$ cat src/hdl/hrhp_pkg.sv
`default_nettype none
package hrhp_pkg;

	// phase codes
	localparam logic [2:0] PH_METHOD = 3'd0;
	localparam logic [2:0] PH_URL    = 3'd1;
	localparam logic [2:0] PH_VER    = 3'd2;
	localparam logic [2:0] PH_HNAME  = 3'd3;
	localparam logic [2:0] PH_HVAL   = 3'd4;
	localparam logic [2:0] PH_DONE   = 3'd5;

	// field kinds
	localparam logic [2:0] KIND_METHOD = 3'd0;
	localparam logic [2:0] KIND_URL    = 3'd1;
	localparam logic [2:0] KIND_VER    = 3'd2;
	localparam logic [2:0] KIND_HNAME  = 3'd3;
	localparam logic [2:0] KIND_HVAL   = 3'd4;

	// verdicts
	localparam logic [2:0] VD_BUSY    = 3'd0;
	localparam logic [2:0] VD_GET     = 3'd1;
	localparam logic [2:0] VD_POST    = 3'd2;
	localparam logic [2:0] VD_BAD     = 3'd3;
	localparam logic [2:0] VD_NOT_ALW = 3'd4;
	localparam logic [2:0] VD_DROP    = 3'd5;

	// commands
	localparam logic CMD_BYTE  = 1'b0;
	localparam logic CMD_START = 1'b1;

	// escape steps
	localparam logic [1:0] ESC_NONE = 2'd0;
	localparam logic [1:0] ESC_PCT  = 2'd1;
	localparam logic [1:0] ESC_HI   = 2'd2;

	// config register indexes
	localparam logic CFG_MAX_LINE = 1'b0;
	localparam logic CFG_MAX_HDR  = 1'b1;

	localparam logic [7:0] CH_CR    = 8'h0D;
	localparam logic [7:0] CH_LF    = 8'h0A;
	localparam logic [7:0] CH_SP    = 8'h20;
	localparam logic [7:0] CH_PCT   = 8'h25;
	localparam logic [7:0] CH_COLON = 8'h3A;

	localparam logic [15:0] MAX_LINE_RST = 16'd2048;
	localparam logic [7:0]  MAX_HDR_RST  = 8'd32;

	typedef struct packed {
		logic       get_alive;
		logic       post_alive;
		logic [2:0] len;
	} method_match_t;

	localparam method_match_t MM_RST = '{get_alive: 1'b1, post_alive: 1'b1, len: 3'd0};

	// hex digit decode, bit 4 set when the byte is a hex digit
	function automatic logic [4:0] hex_nibble(input logic [7:0] b);
		logic [4:0] r;
		r = 5'd0;
		if (b >= 8'h30 && b <= 8'h39) r = {1'b1, b[3:0]};
		else if ((b >= 8'h61 && b <= 8'h66) || (b >= 8'h41 && b <= 8'h46))
			r = {1'b1, b[3:0] + 4'd9};
		return r;
	endfunction

	function automatic logic [7:0] get_char(input logic [2:0] idx);
		logic [7:0] c;
		unique case (idx)
			3'd0: c = 8'h67;
			3'd1: c = 8'h65;
			3'd2: c = 8'h74;
			default: c = 8'h00;
		endcase
		return c;
	endfunction

	function automatic logic [7:0] post_char(input logic [2:0] idx);
		logic [7:0] c;
		unique case (idx)
			3'd0: c = 8'h70;
			3'd1: c = 8'h6F;
			3'd2: c = 8'h73;
			3'd3: c = 8'h74;
			default: c = 8'h00;
		endcase
		return c;
	endfunction

	function automatic method_match_t match_step(input method_match_t m, input logic [7:0] b);
		method_match_t r;
		logic [7:0] lb;
		lb = (b >= 8'h41 && b <= 8'h5A) ? b + 8'h20 : b;
		r.get_alive  = m.get_alive  && (m.len < 3'd3) && (get_char(m.len) == lb);
		r.post_alive = m.post_alive && (m.len < 3'd4) && (post_char(m.len) == lb);
		r.len        = (m.len < 3'd5) ? m.len + 3'd1 : m.len;
		return r;
	endfunction

	function automatic logic [2:0] method_verdict(input method_match_t m);
		logic [2:0] v;
		if (m.get_alive && m.len == 3'd3) v = VD_GET;
		else if (m.post_alive && m.len == 3'd4) v = VD_POST;
		else v = VD_NOT_ALW;
		return v;
	endfunction

endpackage
`default_nettype wire

$ cat src/hdl/http_request_head_parser.sv
`default_nettype none
// channel   dir  width            contents
// s_axis    in   tdata 8, tuser 1 received byte, command (1 = start new request)
// m_axis    out  tdata 16, tuser 3 byte_valid/out_byte/field_end/verdict, field_kind
// cfg       in   index 1, data 16 0 max_line_length, 1 max_header_lines
//
// one word per cycle unless m_axis stalls; path: input register, then result register
// while a result waits the input register takes one more word, then s_tready
// drops until m_axis accepts; a stall on m_axis backs up through both
// arst_n clears the parser state, valid flags and config registers to their defaults
// configuration takes effect for the next word processed
module http_request_head_parser (
	input  wire logic        clk,
	input  wire logic        arst_n,
	input  wire logic        s_tvalid,
	output logic             s_tready,
	input  wire logic [7:0]  s_tdata,   // [7:0] data_byte
	input  wire logic        s_tuser,   // [0] command
	output logic             m_tvalid,
	input  wire logic        m_tready,
	output logic [15:0]      m_tdata,   // [0] byte_valid, [8:1] out_byte, [9] field_end,
	                                    // [12:10] verdict, [15:13] zero
	output logic [2:0]       m_tuser,   // [2:0] field_kind
	input  wire logic        cfg_we,
	input  wire logic        cfg_index,
	input  wire logic [15:0] cfg_data
);
	import hrhp_pkg::*;

	// configuration registers
	logic [15:0] max_line_q;
	logic [7:0]  max_hdr_q;

	always_ff @(posedge clk or negedge arst_n) begin
		if (!arst_n) begin
			max_line_q <= MAX_LINE_RST;
			max_hdr_q  <= MAX_HDR_RST;
		end else if (cfg_we) begin
			unique case (cfg_index)
				CFG_MAX_LINE: max_line_q <= cfg_data;
				CFG_MAX_HDR:  max_hdr_q  <= cfg_data[7:0];
				default: ;
			endcase
		end
	end

	// input register
	logic       valid_s1;
	logic       cmd_s1;
	logic [7:0] byte_s1;
	logic       advance;

	assign advance  = valid_s1 && (!m_tvalid || m_tready);
	assign s_tready = !valid_s1 || advance;

	always_ff @(posedge clk or negedge arst_n) begin
		if (!arst_n) begin
			valid_s1 <= 1'b0;
		end else if (s_tready) begin
			valid_s1 <= s_tvalid;
		end
	end

	always_ff @(posedge clk) begin
		if (s_tvalid && s_tready) begin
			cmd_s1  <= s_tuser;
			byte_s1 <= s_tdata;
		end
	end

	// parser state
	logic [2:0]    phase_q;
	logic          cr_pend_q;
	logic [15:0]   line_cnt_q;
	logic [7:0]    hdr_lines_q;
	logic [1:0]    esc_q;
	logic [3:0]    esc_hi_q;
	logic          line_err_q;
	method_match_t mm_q;
	logic [1:0]    skip_q;
	logic [2:0]    verdict_q;

	logic [2:0]    phase_d;
	logic          cr_pend_d;
	logic [15:0]   line_cnt_d;
	logic [7:0]    hdr_lines_d;
	logic [1:0]    esc_d;
	logic [3:0]    esc_hi_d;
	logic          line_err_d;
	method_match_t mm_d;
	logic [1:0]    skip_d;
	logic [2:0]    verdict_d;

	logic          valid_d;
	logic [7:0]    obyte_d;
	logic [2:0]    kind_d;
	logic          fend_d;

	logic [16:0]   line_next;
	logic [4:0]    hex;

	assign line_next = {1'b0, line_cnt_q} + 17'd1;
	assign hex       = hex_nibble(byte_s1);

	// one step of the request parser per word
	always_comb begin
		phase_d     = phase_q;
		cr_pend_d   = cr_pend_q;
		line_cnt_d  = line_cnt_q;
		hdr_lines_d = hdr_lines_q;
		esc_d       = esc_q;
		esc_hi_d    = esc_hi_q;
		line_err_d  = line_err_q;
		mm_d        = mm_q;
		skip_d      = skip_q;
		verdict_d   = verdict_q;
		valid_d     = 1'b0;
		obyte_d     = 8'd0;
		kind_d      = KIND_METHOD;
		fend_d      = 1'b0;

		if (cmd_s1 == CMD_START) begin
			phase_d     = PH_METHOD;
			cr_pend_d   = 1'b0;
			line_cnt_d  = 16'd0;
			hdr_lines_d = 8'd0;
			esc_d       = ESC_NONE;
			esc_hi_d    = 4'd0;
			line_err_d  = 1'b0;
			mm_d        = MM_RST;
			skip_d      = 2'd0;
			verdict_d   = VD_BUSY;
		end else if (phase_q >= PH_DONE) begin
			// finished, ignore until a new request
		end else if (cr_pend_q) begin
			// line end or bare CR
			cr_pend_d = 1'b0;
			if (byte_s1 != CH_LF) begin
				verdict_d = VD_DROP;
				phase_d   = PH_DONE;
			end else if (phase_q <= PH_VER) begin
				if (phase_q == PH_VER) begin
					fend_d = 1'b1;
					kind_d = KIND_VER;
				end
				if (phase_q != PH_VER || line_err_q) begin
					verdict_d = VD_BAD;
					phase_d   = PH_DONE;
				end else begin
					phase_d = PH_HNAME;
				end
			end else if (phase_q == PH_HNAME) begin
				// blank line ends the head, anything else lacks its colon
				verdict_d = (line_cnt_q == 16'd0) ? method_verdict(mm_q) : VD_BAD;
				phase_d   = PH_DONE;
			end else begin
				fend_d = 1'b1;
				kind_d = KIND_HVAL;
				if (hdr_lines_q >= max_hdr_q) begin
					verdict_d = VD_BAD;
					phase_d   = PH_DONE;
				end else begin
					hdr_lines_d = hdr_lines_q + 8'd1;
					phase_d     = PH_HNAME;
				end
			end
			line_cnt_d = 16'd0;
			esc_d      = ESC_NONE;
			line_err_d = 1'b0;
			skip_d     = 2'd0;
		end else if (byte_s1 == CH_CR) begin
			cr_pend_d = 1'b1;
		end else if (line_next >= {1'b0, max_line_q}) begin
			// line would overflow the buffer
			verdict_d = VD_DROP;
			phase_d   = PH_DONE;
		end else begin
			line_cnt_d = line_next[15:0];
			unique case (phase_q)
				PH_METHOD: begin
					if (byte_s1 == CH_SP) begin
						fend_d  = 1'b1;
						kind_d  = KIND_METHOD;
						phase_d = PH_URL;
					end else begin
						mm_d    = match_step(mm_q, byte_s1);
						valid_d = 1'b1;
						obyte_d = byte_s1;
						kind_d  = KIND_METHOD;
					end
				end
				PH_URL: begin
					if (byte_s1 == CH_SP) begin
						if (esc_q != ESC_NONE) line_err_d = 1'b1;
						esc_d   = ESC_NONE;
						fend_d  = 1'b1;
						kind_d  = KIND_URL;
						phase_d = PH_VER;
					end else if (esc_q == ESC_PCT) begin
						if (!hex[4]) begin
							line_err_d = 1'b1;
							esc_d      = ESC_NONE;
						end else begin
							esc_hi_d = hex[3:0];
							esc_d    = ESC_HI;
						end
					end else if (esc_q == ESC_HI) begin
						if (!hex[4]) begin
							line_err_d = 1'b1;
						end else begin
							valid_d = 1'b1;
							kind_d  = KIND_URL;
							obyte_d = {esc_hi_q, hex[3:0]};
						end
						esc_d = ESC_NONE;
					end else if (byte_s1 == CH_PCT) begin
						esc_d = ESC_PCT;
					end else begin
						esc_d   = ESC_NONE;
						valid_d = 1'b1;
						obyte_d = byte_s1;
						kind_d  = KIND_URL;
					end
				end
				PH_VER: begin
					valid_d = 1'b1;
					obyte_d = byte_s1;
					kind_d  = KIND_VER;
				end
				PH_HNAME: begin
					if (byte_s1 == CH_COLON) begin
						fend_d  = 1'b1;
						kind_d  = KIND_HNAME;
						phase_d = PH_HVAL;
						skip_d  = 2'd2;
					end else begin
						valid_d = 1'b1;
						obyte_d = byte_s1;
						kind_d  = KIND_HNAME;
					end
				end
				default: begin
					// header value, after the two skipped bytes
					if (skip_q != 2'd0) begin
						skip_d = skip_q - 2'd1;
					end else begin
						valid_d = 1'b1;
						obyte_d = byte_s1;
						kind_d  = KIND_HVAL;
					end
				end
			endcase
		end
	end

	always_ff @(posedge clk or negedge arst_n) begin
		if (!arst_n) begin
			phase_q     <= PH_METHOD;
			cr_pend_q   <= 1'b0;
			line_cnt_q  <= 16'd0;
			hdr_lines_q <= 8'd0;
			esc_q       <= ESC_NONE;
			esc_hi_q    <= 4'd0;
			line_err_q  <= 1'b0;
			mm_q        <= MM_RST;
			skip_q      <= 2'd0;
			verdict_q   <= VD_BUSY;
		end else if (advance) begin
			phase_q     <= phase_d;
			cr_pend_q   <= cr_pend_d;
			line_cnt_q  <= line_cnt_d;
			hdr_lines_q <= hdr_lines_d;
			esc_q       <= esc_d;
			esc_hi_q    <= esc_hi_d;
			line_err_q  <= line_err_d;
			mm_q        <= mm_d;
			skip_q      <= skip_d;
			verdict_q   <= verdict_d;
		end
	end

	// result register
	logic       out_valid_q;
	logic       bvalid_q;
	logic [7:0] obyte_q;
	logic [2:0] kind_q;
	logic       fend_q;
	logic [2:0] vd_q;

	always_ff @(posedge clk or negedge arst_n) begin
		if (!arst_n) begin
			out_valid_q <= 1'b0;
		end else if (advance) begin
			out_valid_q <= 1'b1;
		end else if (m_tready) begin
			out_valid_q <= 1'b0;
		end
	end

	always_ff @(posedge clk) begin
		if (advance) begin
			bvalid_q <= valid_d;
			obyte_q  <= obyte_d;
			kind_q   <= kind_d;
			fend_q   <= fend_d;
			vd_q     <= verdict_d;
		end
	end

	assign m_tvalid = out_valid_q;
	assign m_tdata  = {3'd0, vd_q, fend_q, obyte_q, bvalid_q};
	assign m_tuser  = kind_q;

endmodule
`default_nettype wire

$ cat config.mk
export PLATFORM = sky130hd
export DESIGN_NAME = http_request_head_parser
export DESIGN_NICKNAME = d
export VERILOG_FILES = /design/src/hdl/hrhp_pkg.sv /design/src/hdl/http_request_head_parser.sv
export SDC_FILE = /design/constraint.sdc
export NUM_CORES = 1
export LEC_CHECK = 0
export BUFFER_PORTS_ARGS = -buffer_cell sky130_fd_sc_hd__clkbuf_2
export CAP_MARGIN = 20
export CORE_UTILIZATION = 65
export CTS_CLUSTER_DIAMETER = 40
export CTS_CLUSTER_SIZE = 40
export DETAILED_ROUTE_END_ITERATION = 10
export PLACE_DENSITY_LB_ADDON = 0.08
export SYNTH_ARGS = -nofsm -noshare
export SYNTH_HDL_FRONTEND = slang
export SYNTH_SLANG_ARGS = --single-unit
$ cat constraint.sdc
create_clock -name clk -period 6.5 [get_ports clk]
set_input_delay 1.3 -clock clk [delete_from_list [all_inputs] [get_ports clk]]
set_output_delay 1.3 -clock clk [all_outputs]
set_load 0.005 [all_outputs]
==> metrics, run 1 <==
port bufs=48; DRC viols=0; # fillers=796; startpoint types=register; commonest non-fill, non-tap cells in the layout=75 x nand2_1, 67 x dfrtp_1, 56 x o21ai_0, 47 x clkbuf_2, 46 x inv_1; io pins=52; final hold violations=0; Core Area=9820 sq um; Post-Place Worst Slack=2.23 ns; Final Critical Period=4.37 ns; Post-Synthesis Cell Area=6640 sq um; async set-or-reset flop fraction in the synthesized netlist=0.740; outcome=complete, no violations; synth unique cells=87; H-tree depth=3; Max Buffers Root-to-Sink=2; Synth Warn #=0; Worst-Skew Late Latency=approximately 0.39 ns; via count=5921; WL met3=1380 microns; fin. max-slew vios=0; gr ovfl total=0; WP data arrival=between 4 and 5 ns; post-CTS resize count=0; CTS tree=done; Sink Count=96; crit path max-delay cell type=nor4_1; startpoint of the worst hold path=max_line_q[11]; FMAX=0.229 GHz; crit path cell chain=and4_1, and3_1, nand3_1, nor4_1, xor2_1, ha_1, nand2_1, a21oi_1, o211a_1, a2111oi_4, nand3_1, nor4_1; Finished Layout Cells=894; via/cell ratio=6.62; Critical Path End Type=register; Die Y=103 microns; highest routed layer=met4; crit share post-route=0.672; Layout area overhead=6.27%; slowest stage delay, CP=0.53 ns; dpl cells=878; Tot GR Track Use=0.323; LEAKAGE=3.03 nW; commonest non-fill, non-tap cell in the layout=nand2_1; layout cell share with drive strength beyond 1=0.145; DP HPWL=around 12000 microns; ANT nets after route=0; overall power=roughly 1.7 mW; Row Count=36; worst r2r src=line_cnt_q[3]; Syn Inst Count=732; clock slew at reported path FFs=0.10 ns; initial antenna violation count=0; total CTS buffers=9; Worst EP required=6.67 ns; Min-Delay Endpoint=max_line_q[11]; worst min-delay path class=register to register; Avg Cell Area, Syn=9.07 sq um; Initial DRT Pass Iterations=6; Net count, final=roughly 830; area occupied by multi-input gates=roughly 3700 sq um; DR WL/cell=18.1 microns; WHS=0.515 ns; WL met2=roughly 7400 microns; pwr dens=~240 nW/um^2; ys flop type=dfrtp_1; worst IR drop on VDD=0.216 mV; Setup Viol. Count Final=0; total die area=10600 sq um; number of synthesized flops with an enable pin=25; wirelength, routed=16100 microns; Slew HR=0.279; routability congestion estimate=0.972; Hold Buf Count CTS=0; pin count of the biggest net entering global routing=72; Metal-1 WL=7040 microns; r2r setup slk=2.13 ns; vias in the first global route=5252; Seq/Total Area, Yosys=0.381; max cap viols=0; Fin Setup TNS=0 ns; kind of critical path=register to register; first-pass GRT wire length=26100 microns; initial DRC count=591; ant diodes=0; setup ws final=2.13 ns; Reg2Reg Depth=12; final clock skew=about 0.016 ns; crit path max fanout=10; Reg area=about 2500 sq um; unrepaired setup endpoints after global routing=no; post-CTS repair timing setup buffer count=0; hold path depth=2; FF-to-FF End=bvalid_q; Seq cells post-synth=96; Root Driver=clkbuf_8; Initial Utilization=0.676; die width=between 100 and 150 microns; Slew @ Worst Pin=between 1 and 1.5 ns
## synthesized netlist by cell type, types with 7 or more instances
cell type / count / area [sq um]
buf_4: 7 / 52.6
o21ai_0: 56 / 280
a211oi_1: 7 / 52.6
nand3_1: 24 / 120
nor2b_1: 17 / 106
xor2_1: 9 / 78.8
nor2_1: 43 / 161
a22oi_1: 7 / 52.6
o211ai_1: 23 / 173
edfxtp_1: 25 / 751
a21oi_1: 29 / 145
nor4_1: 11 / 68.8
nand2_1: 75 / 282
dfrtp_1: 67 / 1680
nand4_1: 19 / 119
clkbuf_1: 23 / 86.3
nand2b_1: 12 / 75.1
ha_1: 40 / 500
inv_1: 46 / 173
mux2_2: 12 / 135
nor3_1: 22 / 110
## where the power goes
part           total (mW)  internal [mW]  switching [mW]  leakage [nW]
clock               0.399          0.181           0.218        0.0964
sequential          0.795          0.707          0.0882          1.16
combinational       0.522          0.204           0.318          1.77
total                1.72           1.09           0.624          3.03
## how the worst max path moves through the flow
| stage | from | slack, ns | depth (start not counted) | to |
|---|---|---|---|---|
| after CTS | line_cnt_q[0] | 2.22 | 13 | vd_q[1] |
| after detailed placement | line_cnt_q[0] | 2.23 | 13 | vd_q[1] |
| after global routing | line_cnt_q[0] | 1.82 | 13 | vd_q[1] |
| after global placement | line_cnt_q[0] | 2.39 | 13 | vd_q[1] |
| final | line_cnt_q[3] | 2.13 | 12 | bvalid_q |
| after floorplan | line_cnt_q[2] | 2.87 | 15 | line_cnt_q[11] |
## cell families after synthesis
family / Yosys count / synth area share
compound gates: 204 / 0.215
buf+inv: 86 / 0.0601
xor+xnor: 15 / 0.0198
mux: 15 / 0.0249
simple gates: 275 / 0.223
fa+ha+maj: 40 / 0.0753
flops: 96 / 0.381
other cells: 1 / 0.000565
## critical path, delay by kind of cell (launching register included)
kind / cells / cell delay [ns]
DFF: 1 / 0.51
and+or+nand+nor: 7 / 2.21
adders and majority gates: 1 / 0.43
AOI/OAI and AO/OA: 3 / 0.87
xor gates and xnor gates: 1 / 0.14
## routing by layer
| metal | track usage | vias to the layer above |
|---|---|---|
| met1 | 0.455 | 2800 |
| met2 | 0.495 | 321 |
| met5 | 0 | - |
| li1 | - | 2763 |
| met3 | 0.0664 | 37 |
| met4 | 0.112 | 0 |
## registers in the layout, summed over array words and instances (netlist names), 2 cells and up
name         count
byte_s1          8
esc_hi_q         4
esc_q            2
hdr_lines_q      8
line_cnt_q      16
m_tuser          3
max_hdr_q        8
max_line_q      16
mm_q             5
obyte_q          8
phase_q          3
skip_q           2
vd_q             3
verdict_q        3
## layout make-up
class	count	share of cell area
Sequential cell	96	0.359
Tap cell	133	0.0236
Multi-Input combinational cell	552	0.527
Timing Repair Buffer	51	0.0372
Inverter	46	0.0245
Clock buffer	9	0.0175
Clock inverter	7	0.0113
## stage by stage
step	area, sq um	utilization
4_1_cts	7060	0.719
5_1_grt	7060	0.719
3_5_place_dp	6860	0.698
3_3_place_gp	6860	0.698
6_report	7060	0.719
2_1_floorplan	6650	-
Note: power is estimated with default switching activity, not from simulation.
==> run 2, diff against run 1 <==
CORE_UTILIZATION = 61   (was 65)
clock period = 4.4 ns   (was 6.5 ns; I/O delays follow)
==> run 2 against run 1 <==
Final cell count is 1.0% higher. Power is 50% higher. Cell area is 1.0% higher. Sequential cell count stayed put. Critical path depth stayed put. Largest power group unchanged. Largest cell class unchanged.
==> metrics, run 2 (synthesis gave the netlist of run 1 again) <==
pwr dens=362 nW/um^2; dpl cells=approximately 890; ant diodes=0; largest registers=line_cnt_q (16), max_line_q (16); final hold violations=0; M2 GR Usage=0.488; Worst EP required=4.61 ns; commonest non-fill, non-tap cells in the layout=75 x nand2_1, 67 x dfrtp_1, 56 x o21ai_0, 47 x clkbuf_2, 46 x inv_1; Initial DRT Pass Iterations=5; FF-to-FF End=bvalid_q; Clk network pwr share=0.240; Final Critical Period=3.99 ns; layout cell share with drive strength beyond 1=0.153; worst r2r src=line_cnt_q[3]; sequential share of power=0.458; WP data arrival=4.19 ns; Slew HR=0.374; Reg2Reg Depth=12; H-tree depth=3; crit path max-delay cell type=a2111oi_4; startpoint types=register; port bufs=48; Max Buffers Root-to-Sink=2; via count=5924; io pins=52; GR Layer Usage met3=0.0687; Min-Delay Endpoint=max_hdr_q[4]; crit share post-route=0.906; crit path cell chain=and4_1, and3_1, nand3_1, nor4_2, xor2_1, ha_1, nand2_1, a21oi_1, o211a_1, a2111oi_4, nand3_2, nor4_1; gr ovfl total=0; total CTS buffers=9; worst IR drop on VDD=0.307 mV; FMAX=0.251 GHz; Hold Buf Count CTS=0; met1 Use GR=0.431; DP HPWL=12300 microns; Initial Utilization=0.635; Slew @ Worst Pin=0.934 ns; first-pass GRT wire length=27700 microns; Tot GR Track Use=0.314; hold path depth=1; Worst-Skew Late Latency=0.39 ns; Root Driver=clkbuf_8; # fillers=866; commonest non-fill, non-tap cell in the layout=nand2_1; Critical Path End Type=register; final clock skew=0.0156 ns; LEAKAGE=3.07 nW; kind of critical path=register to register; ANT nets after route=0; die width=106 microns; pin count of the biggest net entering global routing=38; sw power=933 uW; via/cell ratio=6.56; startpoint of the worst hold path=max_hdr_q[4]; DRC viols=0; DR WL/cell=18.7 microns; fin. max-slew vios=0; max cap viols=0; buffers and inverters on the worst path=0; crit path max fanout=10; Fin Setup TNS=0 ns; routability congestion estimate=0.965; clock slew at reported path FFs=~0.10 ns; Final Cell Area=about 7100 sq um; Sink Count=96; initial antenna violation count=0; placed cell area=6900 sq um; Layout area overhead=7.35%; Net Sw Frac=0.361; initial DRC count=665; global route hottest layer=met2; slowest stage delay, CP=0.58 ns; Core Area=10500 sq um; Die Y=106 microns; Top Family by Delay on Critical Path=simple AND/OR/NAND/NOR gates; worst min-delay path class=register to register; post-CTS resize count=0; r2r setup slk=approximately 0.41 ns; outcome=complete, no violations; unrepaired setup endpoints after global routing=no; Combinational Power Share=0.302; Net count, final=roughly 830; Setup Viol. Count Final=0; cell-internal power=1.65 mW; vias in the first global route=5668; Row Count=37; post-CTS repair timing setup buffer count=0; total die area=11300 sq um; Finished Layout Cells=roughly 900; overall power=~2.6 mW; WHS=0.517 ns; CTS tree=done; wirelength, routed=16900 microns
-- run 2: changes by cell type in the layout (fill, tap and decap cells not counted), sizes merged --
cell | previous run | this run
buf | 4 | 10
clkbuf | 56 | 59
clkinvlp | 2 | 0
inv | 48 | 46
clkinv | 2 | 3
-- run 2: cell type report --
cell class	count	area, sq um	area share
Multi-Input combinational cell	552	3740	0.524
Sequential cell	96	2530	0.355
Timing Repair Buffer	57	308	0.0432
Inverter	46	173	0.0242
Tap cell	136	170	0.0239
Clock buffer	12	156	0.0219
Clock inverter	4	52.6	0.00737
-- run 2: worst max-delay path by stage --
stage / cells after the start / from / slack (ns) / end
2_1_floorplan: 15 / line_cnt_q[2] / 0.77 / line_cnt_q[11]
3_3_place_gp: 12 / line_cnt_q[2] / 0.47 / bvalid_q
3_5_place_dp: 12 / line_cnt_q[3] / 0.31 / bvalid_q
4_1_cts: 12 / line_cnt_q[3] / 0.26 / bvalid_q
5_1_grt: 14 / line_cnt_q[0] / 0.02 / skip_q[1]
6_report: 12 / line_cnt_q[3] / 0.41 / bvalid_q
-- run 2: layer usage --
layer,vias up,routed length [microns],part of all wire
met5,-,0,0
met4,0,334,0.020
met3,41,1470,0.087
met2,300,7720,0.46
met1,2805,7390,0.44
li1,2778,-,-
-- run 2: stage by stage --
stage | util | setup slack [ns]
floorplan | - | 0.769
global placement | 0.660 | 0.472
detailed placement | 0.660 | 0.308
CTS | 0.680 | 0.258
global route | 0.682 | 0.0226
finish | 0.682 | 0.412
-- run 2: power by group through the flow --
stage / Clock, mW / Sequential, mW / Combinational (mW)
2_1_floorplan: 0 / 1.12 / 0.610
3_5_place_dp: 0 / 1.19 / 0.760
3_3_place_gp: 0 / 1.19 / 0.737
4_1_cts: 0.629 / 1.17 / 0.765
5_1_grt: 0.664 / 1.20 / 0.863
6_report: 0.620 / 1.18 / 0.780
==> run 3, diff against run 2 <==
MAX_ROUTING_LAYER = met4   (was unset)
==> run 3 against run 2 <==
First-iteration DRC count is 0.75% higher. Final cell count unchanged. Combinational power hardly changed. Non-clock buffer count is the same. Clock skew hardly changed. Critical path type unchanged. Largest power group unchanged.
==> metrics, run 3 (synthesis gave the netlist of run 1 again) <==
outcome=complete, no violations; total die area=11300 sq um; crit share post-route=0.906; commonest non-fill, non-tap cells in the layout=75 x nand2_1, 67 x dfrtp_1, 56 x o21ai_0, 47 x clkbuf_2, 46 x inv_1; Crit. Startpoint=line_cnt_q[0]; pwr dens=about 360 nW/um^2; H-tree depth=3; Sink Count=96; startpoint types=register; Critical Path End Type=register; initial DRC count=670; Worst-Skew Late Latency=0.40 ns; ant diodes=0; Initial Utilization=0.635; worst IR drop on VDD=0.273 mV; via count=5861; wirelength, routed=16600 microns; Slew @ Worst Pin=0.944 ns; crit path max-delay cell type=a211o_2; Reg2Reg Depth=13; Worst EP required=4.52 ns; DRC viols=0; r2r setup slk=between 0.4 and 0.5 ns; final hold violations=0; Net count, final=833; Row Count=37; Setup Viol. Count Final=0; Tot GR Track Use=0.316; FMAX=0.251 GHz; via/cell ratio=6.49; crit path to=vd_q[2]; port bufs=48; clock slew at reported path FFs=0.09 ns; die width=approximately 110 microns; Final Critical Period=3.99 ns; Initial DRT Pass Iterations=6; worst r2r src=line_cnt_q[0]; worst min-delay path class=register to register; gr ovfl total=0; initial antenna violation count=0; Levels on crit path=13; total CTS buffers=9; crit path cell chain=ha_1, nand3_1, nor3_1, and3_1, and3_1, xor2_1, ha_1, nand2_1, nor3_1, a22o_2, a211o_2, a21oi_1, o21ai_0; Slew HR=0.368; Max Buffers Root-to-Sink=2; placed cell area=6900 sq um; Final Cell Area=7120 sq um; io pins=52; first-pass GRT wire length=27200 microns; routability congestion estimate=0.990; Fin Setup TNS=0 ns; kind of critical path=register to register; Core Area=10500 sq um; WP data arrival=4.11 ns; DR WL/cell=18.4 microns; slowest stage delay, CP=roughly 0.50 ns; largest registers=line_cnt_q (16), max_line_q (16); buffers and inverters on the worst path=0; LEAKAGE=between 3 and 4 nW; Root Driver=clkbuf_8; unrepaired setup endpoints after global routing=no; Layout area overhead=7.18%; Top Family by Delay on Critical Path=compound AO/OA/AOI/OAI gates; startpoint of the worst hold path=max_hdr_q[2]; ANT nets after route=0; vias in the first global route=5461; pin count of the biggest net entering global routing=38; DP HPWL=12200 microns; CTS tree=done; crit path max fanout=16; layout cell share with drive strength beyond 1=0.154; FF-to-FF End=vd_q[2]; Die Y=106 microns; final clock skew=0.0155 ns; commonest non-fill, non-tap cell in the layout=nand2_1; max cap viols=0; fin. max-slew vios=0
-- run 3: per-stage QoR --
step / worst slack, ns / utilization / cells / total power, mW / hold WS (ns)
2_1_floorplan: 0.769 / - / 734 / 1.73 / 0.479
3_3_place_gp: 0.468 / 0.660 / 887 / 1.93 / 0.492
3_5_place_dp: 0.296 / 0.660 / 887 / 1.95 / 0.501
4_1_cts: 0.254 / 0.679 / 903 / 2.54 / 0.524
5_1_grt: 0.0848 / 0.680 / 903 / 2.69 / 0.555
6_report: 0.413 / 0.680 / 903 / 2.55 / 0.524
-- run 3: worst min path at each step --
stage	to	slack, ns	cells after the start
finish	max_hdr_q[2]	0.52	1
global route	max_hdr_q[1]	0.56	1
CTS	max_hdr_q[2]	0.52	1
detailed placement	max_hdr_q[2]	0.50	1
global placement	max_hdr_q[4]	0.49	1
floorplan	max_hdr_q[1]	0.48	1
-- run 3: timing repair --
action                     CTS  global route
hold buffers                 0             0
gates resized for setup      0             3
buffers inserted             0             0
setup endpoints to repair    0             2
-- run 3: report_power, final --
group	internal [mW]	switching (mW)
combinational	0.304	0.476
clock	0.278	0.319
sequential	1.04	0.134
total	1.63	0.929
-- run 3: cell type report --
| class | instances | area [sq um] |
|---|---|---|
| timing repair buffer | 57 | 308 |
| multi-input combinational | 552 | 3740 |
| tap | 136 | 170 |
| fill | 842 | 3340 |
| clock inverter | 5 | 56.3 |
| sequential | 96 | 2530 |
| clock buffer | 11 | 141 |
| inverter | 46 | 173 |
-- run 3: per-layer routing --
metal | wire length, microns | up-vias | GRT usage
li1 | - | 2777 | -
met1 | 7410 | 2745 | 0.420
met2 | 7540 | 303 | 0.482
met3 | 1400 | 36 | 0.0656
met4 | 280 | 0 | 0.106
met5 | 0 | - | -
